===== src/osam_fifo.sv =====
// ----------------------------------------------------------------------------
// osam_fifo: two-entry job queue
// Decouples table update from averaging.
// ----------------------------------------------------------------------------
`default_nettype none

module osam_fifo #(
  parameter int W = 8
) (
  input  logic         clk,
  input  logic         rst,
  input  logic         push,
  input  logic [W-1:0] wdata,
  output logic         full,
  input  logic         pop,
  output logic [W-1:0] rdata,
  output logic         empty
);

  logic [W-1:0] slots [2];
  logic         wp, rp;
  logic [1:0]   fill;

  assign full  = (fill == 2'd2);
  assign empty = (fill == 2'd0);
  assign rdata = slots[rp];

  always_ff @(posedge clk) begin
    if (push) slots[wp] <= wdata;
  end

  always_ff @(posedge clk) begin
    if (rst) begin
      wp   <= 1'b0;
      rp   <= 1'b0;
      fill <= 2'd0;
    end else begin
      if (push) wp <= ~wp;
      if (pop)  rp <= ~rp;
      fill <= fill + {1'b0, push} - {1'b0, pop};
    end
  end

endmodule

`default_nettype wire


===== config.mk =====
export PLATFORM = sky130hd
export DESIGN_NAME = osam_fifo
export DESIGN_NICKNAME = d
export VERILOG_FILES = /design/src/osam_fifo.sv
export SDC_FILE = /design/constraint.sdc
export NUM_CORES = 1
export LEC_CHECK = 0
export ABC_CLOCK_PERIOD_IN_PS = 1200
export BUFFER_PORTS_ARGS = -buffer_cell sky130_fd_sc_hd__buf_2
export CORE_MARGIN = 4
export CORE_UTILIZATION = 40
export DETAILED_ROUTE_END_ITERATION = 12
export PLACE_DENSITY_LB_ADDON = 0.08
export SETUP_SLACK_MARGIN = 0.1
export SLEW_MARGIN = 10
export SYNTH_ARGS = -nofsm -noshare
export SYNTH_HDL_FRONTEND = slang
export SYNTH_SLANG_ARGS = --single-unit

===== constraint.sdc =====
create_clock -name clk -period 1.2 [get_ports clk]
set_clock_uncertainty 0.05 [all_clocks]
set_input_delay 0.12 -clock clk [delete_from_list [all_inputs] [get_ports clk]]
set_output_delay 0.12 -clock clk [all_outputs]
set_load 0.03 [all_outputs]

Yosys cells after proc, flatten, opt, wreduce, memory -nomap -nowiden
Memories as Yosys holds them, arrays and structs flattened. A register that Yosys moved wholly into a read port is not among the register bits.
Cells that the tools add are included.
{"block": "totals", "mem_count": 1, "reg_bits": 4, "mem_bits_rw": 16, "output_inout_bits": 10, "input_bits": 12}
{"block": "op_classes", "bitwise": 2, "add_sub_neg": 2, "n_reduce_logical": 1, "n_mux": 4, "n_eq_ne": 1}
{"name": "slots", "words": 2, "word_bits": 8, "read_ports": 1, "rd_clocked_by_memory_dff": 1, "wr": 1, "line_no": "20", "source": "logic [W-1:0] slots [2];"}
{"cell": "1-bit two-way mux", "n": 4}
{"cell": "2-bit by 1-bit adder with 2-bit output", "n": 1}
{"cell": "2-bit == test, second input constant", "n": 1}
{"cell": "2-bit zero test", "n": 1}
{"cell": "1-bit inverter", "n": 2}
{"cell": "2-bit by 1-bit subtractor with 2-bit output", "n": 1}

Logic depth before layout (Yosys ltp)
Gate-level depths: netlist of the first run.
{"block": "depth", "ltp_word": 3, "mapped_depth": 6, "depth_no_buf": 6}

Worst setup path before layout of the first run
OpenSTA, ideal clock, no wires.
{"block": "synth_path", "path_kind": "register -> register", "startpoint": "register fill[0]", "endpoint": "register fill[1]", "path_buffers": 0, "arrival_ps": 1031, "synth_period_minus_slack_ps": 1191, "required_time_ps": 1040, "slack_ps": 9, "stages_incl_launch_ff": 7, "path_cell_list": "dfxtp_1 -> inv_1 -> ha_1 -> inv_1 -> ha_1 -> xnor3_1 -> nor2_1"}
{"block": "synth_via", "elab_chain_len": 2}
{"item": "start: declaration", "line_no": "22", "source": "logic [1:0] fill;"}
{"item": "start signal: assignment", "line_no": "40", "source": "fill <= fill + {1'b0, push} - {1'b0, pop};"}
{"item": "2-bit by 1-bit adder with 2-bit output", "line_no": "40"}
{"item": "2-bit by 1-bit subtractor with 2-bit output", "line_no": "40"}
No other way between the ends.
A chain may end at the register's enable or synchronous reset.

==> results of run 1 <==
[registers in the layout, indices dropped and copies added (netlist names), named ones only]
signal / flops
wp: 1
fill: 2
rp: 1
slots: 16
[logic make-up after synthesis]
logic type                 Yosys count  share of synthesized area
muxes                                8                      0.114
DFF                                 21                      0.733
and+or+nand+nor                      9                     0.0553
xor gates and xnor gates             3                     0.0506
adders and majority gates            2                     0.0316
buffers and inverters                3                     0.0158
[routing by layer]
layer / vias up / wire, um / part of all wire
met3: 0 / 67 / 0.053
met4: 0 / 0 / 0
li1: 237 / - / -
met2: 12 / 726 / 0.57
met1: 220 / 476 / 0.37
met5: - / 0 / 0
[power breakdown]
group	switching [uW]	internal, uW
Clock	190	129
Sequential	35.2	848
Combinational	227	291
[final cells by class]
type | count | area (um^2)
Inverter | 2 | 7.51
Sequential cell | 21 | 587
Tap cell | 25 | 31.3
Fill cell | 140 | 549
Multi-Input combinational cell | 22 | 273
Clock buffer | 4 | 26.3
Timing Repair Buffer | 35 | 328
[cells in the mapped netlist]
| cell | count |
|---|---|
| xnor2_1 | 2 |
| xnor3_1 | 1 |
| and2_1 | 1 |
| buf_2 | 1 |
| dfxtp_1 | 5 |
| mux2_2 | 8 |
| nor2_1 | 5 |
| inv_1 | 2 |
| ha_1 | 2 |
| nor2b_1 | 3 |
| edfxtp_1 | 16 |
[path summary, 6_finish.rpt]
check,startpoint,endpoint,cells past startpoint
worst min register to register,rp,flop,2
worst min-delay path,push,wp,3
worst max register to register,fill[0],fill[1],6
worst max-delay path,flop,rdata[4],3
[per-stage QoR]
step	instance area, um^2	instances	setup TNS (ps)
4_1_cts	1230	109	-1730
2_1_floorplan	796	46	0
6_report	1250	109	-1520
3_3_place_gp	982	95	0
3_5_place_dp	982	95	-22.1
5_1_grt	1250	109	-2000
[worst max-delay path, cell delays in order, from the launching register on]
cell and delay (ps):
dfxtp_4 370, buf_12 130, mux2_4 300, buf_6 140
[what timing repair did]
item	in CTS	in global routing
pin swaps	2	3
setup buffers	1	0
hold endpoints to repair	21	0
setup endpoints to repair	17	12
gates resized for setup	37	5
hold buffers	9	0
gates cloned	0	0
==> results.toml, run 1 <==
[outcome]
status = "finished, violations left"
violations = "setup timing"

[layout]
diodes = 0
area_growth_pct = 58.1
mostFrequentLayoutCell = "edfxtp_1"
fin_util = 0.695
layout_common_cells = "edfxtp_1 (16), buf_6 (12), buf_2 (11)"
fin_nets = 99
layout-drive-gt1-share = 0.571

[worst_setup_path]
crit_fanout = 6
critPathLaunchType = "flop"
critPathKind = "flop to primary output"
end_kind = "primary output"
reg2reg_slack_ps = -10
arrival_ps = 1230
crit_required_ps = 1030

[grt]
grt_util_met1 = 0.106
grt_pass1_wl_um = 2160
grtUsageMet3 = 0.0285
top_usage_layer = "met2"
grt_overflow = 0
grt_max_degree = 12
grt_pass1_vias = 550
gr-usage-all-layers = 0.111
grt_util_met2 = 0.221
antenna_found_initial = 0

[run]
max-cap-violations = 0

[yosys]
synth_top_area_frac = 0.607
ys_warn_count = 0
yosysSeqAreaShare = 0.733
yosys-top-cells-area = "edfxtp_1 (61%), dfxtp_1 (13%), mux2_2 (11%)"
ys_types = 11
syn_nets = 60
syn_avg_cell_area_um2 = 17.2
ys_seq_elements = 21
syn_area_um2 = 792
synthesis.instances = 46
synth_area_leader_cell = "edfxtp_1"

[power_and_ir_drop]
p_leak_uw = 0.000508
finalPower_uw = 1720
ir_drop_mv = 0.940
power_density_mw_per_mm2 = 1370

[floorplanning]
core_mm2 = 0.00180
dieWidth_um = 52.5
row_count = 15
die_y_um = 52.5
io_pins = 22
initial_utilization = 0.440
die_area_mm2 = 0.00276

[timing]
slew_violations = 0
period_needed_ps = 1400
rsz0062_at_grt = "yes"
fmax_mhz = 716
whs_ps = 99.0
slew_headroom = 0.882
fin_ws_ps = -197
worst_slew_pin_slew_ps = 176
fin_crit_sh = 1.16
setup_viol = 9
final-hold-violation-count = 0

[placement]
place_congestion = 0.666
dp_hpwl_um = 841
post-place-ws_ps = -22.1
port_buffers = 21

[cts]
htree_levels = 1
cts.path.max_buffers = 2
cts_buffers = 3
clk_latency_ps = 290
clkTransAtPathRegs_ps = 100
cts-root-buf = "clkbuf_4"
cts_tree = "done"
numClockSinks = 21

[detailed_routing]
drc_errors = 0
drtAntennaViolNets = 0
drt-total-wl_um = 1270
via_per_inst = 4.30
via_count = 469
avgRoutedWirePerCell_um = 11.7
drt_iter0_drc = 7
dr.pass1.iters = 3

[hold_path]
hp-class = "primary input to flop"
Power figures use the tool's default switching activity.
==> run 2: changes to the inputs <==
--- a/config.mk
+++ b/config.mk
@@ -6,12 +6,12 @@
 export NUM_CORES = 1
 export LEC_CHECK = 0
 export ABC_CLOCK_PERIOD_IN_PS = 1200
-export BUFFER_PORTS_ARGS = -buffer_cell sky130_fd_sc_hd__buf_2
 export CORE_MARGIN = 4
 export CORE_UTILIZATION = 40
 export DETAILED_ROUTE_END_ITERATION = 12
+export DONT_BUFFER_PORTS = 1
 export PLACE_DENSITY_LB_ADDON = 0.08
-export SETUP_SLACK_MARGIN = 0.1
+export SETUP_SLACK_MARGIN = 0.4
 export SLEW_MARGIN = 10
 export SYNTH_ARGS = -nofsm -noshare
 export SYNTH_HDL_FRONTEND = slang
==> results.toml, run 2 (synthesis results as in run 1) <==
[outcome]
status = "finished, violations left"
violations = "setup timing"

[placement]
port_buffers = 0
place_congestion = 0.634
post-place-ws_ps = -5.80

[hold_path]
hp-start = "push"
min_to = "fill[0]"
hold_path_depth = 2
hp-class = "primary input to flop"

[timing]
final-hold-violation-count = 0
slew_headroom = 0.830
fmax_mhz = 775
setup_viol = 10
fin_ws_ps = -90.9
worst_slew_pin_slew_ps = 254
fin_crit_sh = 1.08
slew_violations = 0
rsz0062_at_grt = "yes"
period_needed_ps = 1290

[detailed_routing]
drtAntennaViolNets = 0
drt-total-wl_um = 1310
wl_met3_um = 70
via_per_inst = 4.74
highest-signal-layer = "met3"
via_count = 422
avgRoutedWirePerCell_um = 14.7
met2_wirelength_um = 786
dr.pass1.iters = 4
wl_met1_um = 454
drc_errors = 0
drt_iter0_drc = 3

[floorplanning]
die_area_mm2 = 0.00276
dieWidth_um = 52.5
initial_utilization = 0.440
io_pins = 22
core_mm2 = 0.00180
row_count = 15
die_y_um = 52.5

[grt]
grt_max_degree = 13
grt_pass1_wl_um = 1880
gr-usage-all-layers = 0.0984
grt_pass1_vias = 436
grt_overflow = 0
antenna_found_initial = 0

[layout]
largest_register = "slots"
layout_common_cells = "edfxtp_1 (16), dlygate4sd3_1 (11), mux2_4 (8)"
fin_nets = 79
reg.largest.list = "slots (16), fill (2)"
layout-drive-gt1-share = 0.469
largest_reg_flops = 16
mostFrequentLayoutCell = "edfxtp_1"
fill_cells = 145
diodes = 0
area_growth_pct = 39.5

[worst_setup_path]
worstReg2RegEnd = "fill[1]"
max_stage_delay_ps = 450
end_kind = "primary output"
critical_path.n_buffers_inverters = 0
crit_slowest_cell = "dfxtp_4"
r2r_cells = 6
cp_cell_sequence = "mux2_4"
crit_family = "flip-flops"
crit_fanout = 8
critPathKind = "flop to primary output"
arrival_ps = 1120
r2r-start = "fill[0]"
crit_required_ps = 1030
critPathLaunchType = "flop"
reg2reg_slack_ps = -10

[power_and_ir_drop]
p_leak_uw = 0.000423
finalPower_uw = 1650
power_density_mw_per_mm2 = 1490
ir_drop_mv = 0.826

[run]
max-cap-violations = 0

[cts]
clk_latency_ps = 290
cts-root-buf = "clkbuf_4"
numClockSinks = 21
cts_tree = "done"
htree_levels = 1
clkTransAtPathRegs_ps = 110
cts.path.max_buffers = 2
cts_buffers = 3
[run 2: cell types whose count changed in the layout (fill, tap and decap cells not counted), sizes merged]
| cell | delta |
|---|---|
| clkinv | +1 |
| dlygate4sd3 | +2 |
| buf | -22 |
| clkbuf | -1 |
[run 2: worst max-delay path by stage]
stage / from / to / slack, ps / cells past startpoint
after floorplan: fill[0] / fill[1] / 30 / 6
after detailed placement: fill[0] / fill[0] / -6 / 5
after CTS: flop / rdata[0] / -110 / 1
after global placement: fill[0] / fill[1] / 20 / 6
final: flop / rdata[4] / -90 / 1
after global routing: flop / rdata[6] / -130 / 1
[run 2: where the power goes]
group          switching [uW]  leakage, uW  internal [uW]
registers                47.5     0.000194            849
logic                     202     0.000212            218
clock network             205    0.0000177            124
[run 2: area by class of cell]
type | count | area [um^2] | share of cell area
well taps | 25 | 31.3 | 0.0283
multi-input cells | 22 | 294 | 0.266
flip-flops and latches | 21 | 591 | 0.535
inverters | 2 | 10.0 | 0.00906
clock buffers | 3 | 22.5 | 0.0204
clock inverters | 1 | 5.00 | 0.00453
repair buffers | 15 | 151 | 0.137
[run 2: timing repair]
action,CTS,global route
gates resized for setup,11,6
hold endpoints to repair,21,3
buffers inserted,2,0
pin swaps,5,4
endpoints found under the setup margin,28,30
hold buffers,10,1
[run 2: through the flow]
stage / area [um^2] / util / instances / hold WS, ps / setup TNS [ps]
global placement: 877 / 0.487 / 72 / 135 / 0
detailed placement: 877 / 0.487 / 72 / 139 / -10.6
floorplan: 842 / - / 46 / 134 / 0
finish: 1100 / 0.613 / 89 / 13.2 / -752
global route: 1100 / 0.613 / 89 / -9.19 / -1170
CTS: 1070 / 0.595 / 88 / -58.5 / -895
[run 2: layer usage]
layer / global-route usage / vias to the layer above
li1: - / 200
met3: 0.0285 / 0
met4: 0.0383 / 0
met2: 0.194 / 14
met1: 0.0919 / 208
met5: 0 / -
