File: src/osam_pkg.sv
// ----------------------------------------------------------------------------
// osam_pkg: shared types and constants for the switching activity monitor
// Field widths, status codes and state machine encodings used by all parts but the queue.
// ----------------------------------------------------------------------------
`default_nettype none

package osam_pkg;

  localparam int ID_W    = 8;
  localparam int CNT_W   = 2;
  localparam int IN_W    = 32;
  localparam int SC_W    = 32;
  localparam int AVG_W   = 22;
  localparam int MAX_OPS = 3;

  typedef enum logic [1:0] {
    ST_CREATED  = 2'd0,
    ST_UPDATED  = 2'd1,
    ST_RANGE    = 2'd2,
    ST_MISMATCH = 2'd3
  } status_t;

  typedef enum logic {
    F_IDLE,
    F_RUN
  } front_state_t;

  typedef enum logic [1:0] {
    B_IDLE,
    B_DIV,
    B_HOLD
  } back_state_t;

  typedef struct packed {
    status_t               status;
    logic [SC_W-1:0]       sample_count;
    logic [CNT_W-1:0]      operand_count;
  } job_ctl_t;

endpackage

`default_nettype wire

File: src/osam_ifs.sv
// ----------------------------------------------------------------------------
// osam channel interfaces
// Event channel into the monitor and result channel out of it.
// ----------------------------------------------------------------------------
`default_nettype none


interface osam_res_if;
  import osam_pkg::*;
  logic                 valid;
  logic                 ready;
  logic [1:0]           status;
  logic [SC_W-1:0]      sample_count;
  logic [AVG_W-1:0]     average_distance_a;
  logic [AVG_W-1:0]     average_distance_b;
  logic [AVG_W-1:0]     average_distance_c;

  modport source (output valid, status, sample_count, average_distance_a,
                  average_distance_b, average_distance_c, input ready);
  modport sink (input valid, status, sample_count, average_distance_a,
                average_distance_b, average_distance_c, output ready);
endinterface

`default_nettype wire

File: src/osam_back.sv
// ----------------------------------------------------------------------------
// osam_back: averaging stage
// Three restoring dividers form sum * 2^F / (count - 1), then a result
// register holds the item for the output channel.
// ----------------------------------------------------------------------------
`default_nettype none

module osam_back #(
  parameter int OPERAND_WIDTH = 32,
  parameter int FRACTION_BITS = 16,
  parameter int SUM_W         = 38
) (
  input  logic                clk,
  input  logic                rst,
  input  logic                empty,
  input  osam_pkg::job_ctl_t  job_ctl,
  input  logic [SUM_W-1:0]    job_sums [osam_pkg::MAX_OPS],
  output logic                pop,
  osam_res_if.source          res
);
  import osam_pkg::*;

  // quotient never exceeds OPERAND_WIDTH * 2^F
  localparam int QW   = $clog2(OPERAND_WIDTH + 1) + FRACTION_BITS;
  localparam int DW   = SUM_W + FRACTION_BITS;
  localparam int STW  = $clog2(QW);

  back_state_t state, state_next;

  job_ctl_t         ctl;
  logic [SC_W-1:0]  divisor;
  logic [SC_W-1:0]  rem [MAX_OPS];
  logic [QW-1:0]    qsh [MAX_OPS];
  logic [STW-1:0]   step;
  logic             load_out;
  logic             out_valid;
  logic [DW-1:0]    dvd [MAX_OPS];
  logic [SC_W:0]    trial [MAX_OPS];
  logic [AVG_W-1:0] avg [MAX_OPS];

  always_ff @(posedge clk) begin
    if (rst) begin
      state <= B_IDLE;
    end else begin
      state <= state_next;
    end
  end

  always_comb begin
    state_next = state;
    pop        = 1'b0;
    load_out   = 1'b0;
    case (state)
      B_IDLE: begin
        if (!empty) begin
          pop        = 1'b1;
          state_next = B_DIV;
        end
      end
      B_DIV: begin
        if (step == '0) state_next = B_HOLD;
      end
      B_HOLD: begin
        if (!out_valid || res.ready) begin
          load_out   = 1'b1;
          state_next = B_IDLE;
        end
      end
      default: state_next = B_IDLE;
    endcase
  end

  always_comb begin
    for (int k = 0; k < MAX_OPS; k++) begin
      dvd[k]   = {job_sums[k], FRACTION_BITS'(0)};
      trial[k] = {rem[k], qsh[k][QW-1]};
      avg[k]   = (CNT_W'(k) < ctl.operand_count && ctl.sample_count >= SC_W'(2))
               ? AVG_W'(qsh[k]) : '0;
    end
  end

  always_ff @(posedge clk) begin
    if (pop) begin
      ctl     <= job_ctl;
      divisor <= job_ctl.sample_count - SC_W'(1);
      step    <= STW'(QW - 1);
      for (int k = 0; k < MAX_OPS; k++) begin
        rem[k] <= dvd[k][DW-1:QW];
        qsh[k] <= dvd[k][QW-1:0];
      end
    end else if (state == B_DIV) begin
      step <= step - STW'(1);
      for (int k = 0; k < MAX_OPS; k++) begin
        if (trial[k] >= {1'b0, divisor}) begin
          rem[k] <= SC_W'(trial[k] - {1'b0, divisor});
          qsh[k] <= {qsh[k][QW-2:0], 1'b1};
        end else begin
          rem[k] <= trial[k][SC_W-1:0];
          qsh[k] <= {qsh[k][QW-2:0], 1'b0};
        end
      end
    end
  end

  always_ff @(posedge clk) begin
    if (rst) begin
      out_valid <= 1'b0;
    end else if (load_out) begin
      out_valid <= 1'b1;
    end else if (res.ready) begin
      out_valid <= 1'b0;
    end
  end

  always_ff @(posedge clk) begin
    if (load_out) begin
      res.status             <= ctl.status;
      res.sample_count       <= ctl.sample_count;
      res.average_distance_a <= avg[0];
      res.average_distance_b <= avg[1];
      res.average_distance_c <= avg[2];
    end
  end

  assign res.valid = out_valid;

endmodule

`default_nettype wire

File: src/flat_wrapper.sv
// flat-port wrapper written by rule: the top's interface ports become plain ports
module osam_back_flat import osam_pkg::*;
#(
  parameter int OPERAND_WIDTH = 32,
  parameter int FRACTION_BITS = 16,
  parameter int SUM_W         = 38
)
  (clk, rst, empty, job_ctl, job_sums, pop, res_valid, res_status, res_sample_count, res_average_distance_a, res_average_distance_b, res_average_distance_c, res_ready);
  osam_res_if res_i ();
  input  logic clk;
  input  logic rst;
  input  logic empty;
  input  osam_pkg::job_ctl_t job_ctl;
  input  logic [SUM_W-1:0] job_sums[osam_pkg::MAX_OPS];
  output logic pop;
  output wire logic [$bits(res_i.valid)-1:0] res_valid;
  output wire logic [$bits(res_i.status)-1:0] res_status;
  output wire logic [$bits(res_i.sample_count)-1:0] res_sample_count;
  output wire logic [$bits(res_i.average_distance_a)-1:0] res_average_distance_a;
  output wire logic [$bits(res_i.average_distance_b)-1:0] res_average_distance_b;
  output wire logic [$bits(res_i.average_distance_c)-1:0] res_average_distance_c;
  input wire logic [$bits(res_i.ready)-1:0] res_ready;
  assign res_valid = res_i.valid;
  assign res_status = res_i.status;
  assign res_sample_count = res_i.sample_count;
  assign res_average_distance_a = res_i.average_distance_a;
  assign res_average_distance_b = res_i.average_distance_b;
  assign res_average_distance_c = res_i.average_distance_c;
  assign res_i.ready = res_ready;
  osam_back #(.OPERAND_WIDTH(OPERAND_WIDTH), .FRACTION_BITS(FRACTION_BITS), .SUM_W(SUM_W)) u_core (.clk(clk), .rst(rst), .empty(empty), .job_ctl(job_ctl), .job_sums(job_sums), .pop(pop), .res(res_i));
endmodule
File: config.mk
export PLATFORM = sky130hd
export DESIGN_NAME = osam_back_flat
export DESIGN_NICKNAME = d
export VERILOG_FILES = /design/src/osam_pkg.sv /design/src/osam_ifs.sv /design/src/osam_back.sv /design/src/flat_wrapper.sv
export SDC_FILE = /design/constraint.sdc
export NUM_CORES = 1
export LEC_CHECK = 0
export ABC_AREA = 1
export BUFFER_PORTS_ARGS = -buffer_cell sky130_fd_sc_hd__buf_2
export CELL_PAD_IN_SITES_DETAIL_PLACEMENT = 1
export CELL_PAD_IN_SITES_GLOBAL_PLACEMENT = 1
export CORE_ASPECT_RATIO = 0.8
export CORE_UTILIZATION = 44
export DETAILED_ROUTE_END_ITERATION = 7
export PLACE_DENSITY_LB_ADDON = 0.1
export SETUP_SLACK_MARGIN = 0.15
export SYNTH_ARGS = -nofsm -noshare
export SYNTH_HDL_FRONTEND = slang
export SYNTH_SLANG_ARGS = --single-unit
File: constraint.sdc
create_clock -name clk -period 9.1 [get_ports clk]
set_input_delay 0.91 -clock clk [delete_from_list [all_inputs] [get_ports clk]]
set_output_delay 0.91 -clock clk [all_outputs]
set_load 0.01 [all_outputs]
## Word level (Yosys, flattened, before mapping)

Memories as Yosys holds them, arrays and structs flattened.
Cells that the tools add are included.

| word-level totals | value |
|---|---|
| flip-flop bits (word level) | 176 |
| RAM bits | 162 |
| bits of input ports | 154 |
| output and inout port bits | 102 |
| word-level logic and storage cells | 100 |
| memories kept | 2 |

Memories:

| name | words | width | rd ports | clocked after Yosys merged registers in | write ports | RTL line | text |
|---|---|---|---|---|---|---|---|
| u_core.rem | 3 | 32 | 3 | 0 | 3 | osam_back.sv:32 | `logic [SC_W-1:0] rem [MAX_OPS];` |
| u_core.qsh | 3 | 22 | 3 | 0 | 3 | osam_back.sv:33 | `logic [QW-1:0] qsh [MAX_OPS];` |

| operators by class | value |
|---|---|
| add/sub/neg operators | 5 |
| order comparisons | 7 |
| eq/ne operators | 5 |
| multiplexer cells | 48 |
| bitwise operators | 12 |
| reduce and logical (&&, ||, !) cells | 9 |

Operator list:

| cell | count |
|---|---|
| 2-to-1 mux 32 bit | 6 |
| 2-to-1 mux 22 bit | 6 |
| >= comparator 33 x 32 -> 1 bit | 3 |
| subtractor 32 bit | 3 |
| >= comparator 32 x 2 -> 1 bit (second input constant) | 1 |
| 2-to-1 mux 1 bit | 32 |
| subtractor 32 x 1 -> 32 bit (second input constant) | 1 |
| bitwise OR 1 bit | 12 |
| 2-to-1 mux 2 bit | 3 |
| case mux 2 bit (3 select lines) | 1 |
| zero test 5 bit | 1 |
| subtractor 5 x 1 -> 5 bit (second input constant) | 1 |
| < comparator 1 x 2 -> 1 bit (first input constant) | 2 |
| inequality test 2 x 1 -> 1 bit (second input constant) | 2 |
| logical AND 1 bit | 3 |
| AND reduction 3 bit | 1 |
| == test 2 x 1 -> 1 bit (second input constant) | 1 |
| == test 2 bit (second input constant) | 1 |
| zero test 2 bit | 1 |
| < comparator 2 bit (first input constant) | 1 |
| inequality test 2 bit (second input constant) | 1 |
| nonzero test 2 bit | 1 |
| zero test 1 bit | 1 |
| logical OR 1 bit | 1 |

## Logic depth before layout (Yosys ltp)

An unclocked memory read counts as a cell.

| depth | value |
|---|---|
| word-level depth | 8 |
| gate-level depth with buffers | 17 |
| gate-level depth less buffers | 16 |

## Worst setup path before layout

Ideal clock, no wire load.

| timing path | value |
|---|---|
| path type | input-to-reg |
| start | input empty |
| end | memory u_core.qsh[0][0] (netlist bit) (enable) |
| setup time | 0.471 ns |
| data arrival time | 7.124 ns |
| required time | 8.629 ns |
| setup slack | 1.505 ns |
| stages on the path | 3 |
| cells stage by stage | nor2_1 -> inv_1 -> nand2_1 |

RTL lines:

| element | RTL line | text |
|---|---|---|
| start: declaration | flat_wrapper.sv:12 | `input logic empty;` |
| end: declaration | osam_back.sv:33 |  |

==> reports/qor.yml <==
status: "finished clean"
fin_crit_ns: 3.72
synth_compound_area_share_pct: 2.65
yosysWarnings: 0
synth_top_family_by_area: "simple AND/OR/NAND/NOR gates"
tightest_slew_ns: 1.07
synth_adder_area_share_pct: 5.81
fin_area_um2: 25300
drt_wl_total_mm: 76.3
vias: 20000
antenna_found_initial: 5
final_common_cell: "nand2_1"
synth_area_um2: 22100
multi_input_area_um2: 9700
reg2reg_slack_ns: 5.38
synthFlopType: "edfxtp_1"
hold_end: "u_core.res.status[1]"
hold_depth: 0
ir_worst_vdd_mv: 0.174
clockBufferDepth: 3
syn_nets: 3209
dp_hpwl_mm: 56.8
yosysSeqAreaShare_pct: 45.5
dr.pass1.iters: 6
fp.dieW_um: 253
maxCapViolCount: 0
cts_buffers: 39
hold_class: "register to register"
start_util_pct: 44.5
coreArea_um2: 49700
clock_skew_ns: 0.0340
power.leakage_uw: 0.0126
syn_inst: 2954
place_inst: 3832
power_uw: 5010
place_congestion: 0.926
cp.arrival_ns: 4.04
die-height_um: 203
avgSynthCellArea_um2: 7.49
cts_tree: "done"
hold_ws_ns: 0.431
r2r_end: "u_core.rem[0][0]"
grt_usage_pct: 29.9
cp-end-kind: "register"
setup_viol: 0
postCtsSetupRepairBufs: 0
max_freq_mhz: 269
ctsResizeCount: 0
layout.cells.most_common_list: "1,042 x nand2_1, 539 x inv_1, 329 x edfxtp_1"
synthMuxAreaShare_pct: 0
setup.worst_path.start_class: "register"
synth_cell_types: 38
synth-xor-area-share_pct: 2.85
grt_max_degree: 81
portBuffers: 255
critPathRequiredTime_ns: 9.41
rows: 73
dr.first_iter.drc_count: 1421
rsz0062_at_grt: "no"
drc: 0
area_growth_pct: 14.2
grt_overflow_total: 0
fill_cells: 6437
power_density_nw_per_um2: 198
cp_max_fo: 34
seqCellArea_um2: 10100
routedWlPerCell_um: 19.5
htree_levels: 2
synth-seq-cells: 338
cts_hold_buf: 0
place_area_um2: 24000
drtAntennaViolNets: 0
die_area_um2: 51200
drive_gt1_share_pct: 11.3
crit_type: "register to register"
grt_pass1_vias: 20600
reg2reg_from: "u_core.divisor[1]"
synthSimpleGateAreaFrac_pct: 32.3
finalSetupTns_ns: 0
relSlewSlack_pct: 28.6
cts_root_buf: "clkbuf_16"
grt_pass1_wl_mm: 117
clkTransAtPathRegs_ns: 0.06
fin_cells: 3908
cts_sinks: 338
num_io_pins: 256
synthArstFlopShare_pct: 0
hold_start: "u_core.ctl[35]"
clk_latency_ns: 0.60
slew_viol_final: 0
hold_viol: 0
fin_crit_sh_pct: 40.9
synth-edff-count: 329
r2r_cells: 15
nets: 3453
viasPerCell: 5.12
-- area by class of cell --
class | count | area share [%]
sequential | 338 | 39.8
multi-input combinational | 2006 | 38.4
inverter | 547 | 8.13
timing repair buffer | 266 | 5.38
clock buffer | 51 | 4.04
tap | 675 | 3.34
clock inverter | 20 | 0.852
antenna | 5 | 0.0495
-- power breakdown --
group | total [uW] | switching [uW] | internal [uW]
combinational | 1500 | 1030 | 467
clock | 1570 | 720 | 845
sequential | 1950 | 69.6 | 1880
total | 5010 | 1820 | 3190
-- state kept, by name, indices dropped and copies added, names as in the netlist --
| register | cells |
|---|---|
| u_core.res.sample_count | 32 |
| u_core.state | 2 |
| u_core.res.average_distance_c | 22 |
| u_core.res.status | 2 |
| u_core.ctl | 36 |
| u_core.divisor | 32 |
| u_core.res.average_distance_a | 22 |
| u_core.res.valid | 1 |
| u_core.step | 5 |
| u_core.qsh | 66 |
| u_core.res.average_distance_b | 22 |
| u_core.rem | 96 |
-- synthesized netlist by cell type, types with 2 or more instances --
master / instances / area share [%]
fa_1: 3 / 0.27
nor2_2: 8 / 0.23
o21a_1: 2 / 0.068
buf_6: 14 / 0.71
nor2_1: 283 / 4.8
nand2_2: 9 / 0.25
inv_1: 539 / 9.1
and2_1: 12 / 0.34
nand3_2: 3 / 0.14
inv_2: 7 / 0.12
nand4_1: 33 / 0.93
nand2_4: 4 / 0.20
nand3b_1: 16 / 0.54
xnor2_1: 38 / 1.5
xor2_1: 34 / 1.3
nor4_1: 11 / 0.31
o21ai_0: 30 / 0.68
buf_2: 14 / 0.32
nor3_1: 27 / 0.61
nand2_1: 1045 / 18
dfxtp_1: 9 / 0.81
edfxtp_1: 329 / 45
nor3_2: 3 / 0.14
nand3_1: 265 / 6.0
o21bai_1: 6 / 0.20
clkbuf_1: 26 / 0.44
buf_1: 9 / 0.15
a21oi_1: 68 / 1.5
ha_1: 98 / 5.5
-- per-stage QoR --
| step | utilization, % | setup WS (ns) |
|---|---|---|
| floorplan | - | 1.51 |
| global placement | 48.3 | 5.04 |
| detailed placement | 48.3 | 4.89 |
| CTS | 50.8 | 5.38 |
| global route | 50.8 | 5.16 |
| finish | 50.8 | 5.38 |
-- cell families after synthesis --
family,after synthesis
buf+inv,610
xor+xnor,72
flops,338
compound gates,111
fa+ha+maj,101
simple gates,1722
-- how the worst max path moves through the flow --
stage                      startpoint           endpoint  slack (ns)  depth (start not counted)
floorplan                       empty   u_core.qsh[0][0]        1.51                          3
global placement                empty  u_core.rem[1][16]        5.04                          6
detailed placement              empty  u_core.rem[1][13]        4.89                          6
CTS                   u_core.state[0]  u_core.rem[1][24]        5.38                          7
global route          u_core.state[0]  u_core.rem[0][12]        5.16                          7
finish              u_core.divisor[1]   u_core.rem[0][0]        5.38                         15
-- critical path, cell delays in order, from the launching register on --
cell and delay (ns):
edfxtp_1 0.72, inv_1 0.33, ha_1 0.42, nand2_1 0.06, nor2_1 0.09, nand2_1 0.08, nand3_2 0.12, nand2_1 0.06
nand2_1 0.19, nand2_1 0.13, nand2_2 0.12, nand2_4 0.29, nand2_4 0.49, nand2_1 0.10, nand3_1 0.10, nand2_1 0.09
-- routing by layer --
metal / up-vias / GRT usage (%) / wire, um
li1: 9785 / - / -
met1: 9596 / 40.4 / 34000
met2: 507 / 48.3 / 35000
met3: 105 / 5.33 / 4970
met4: 0 / 10.3 / 2380
met5: - / 0 / 0
(Power assumes the default switching activity.)
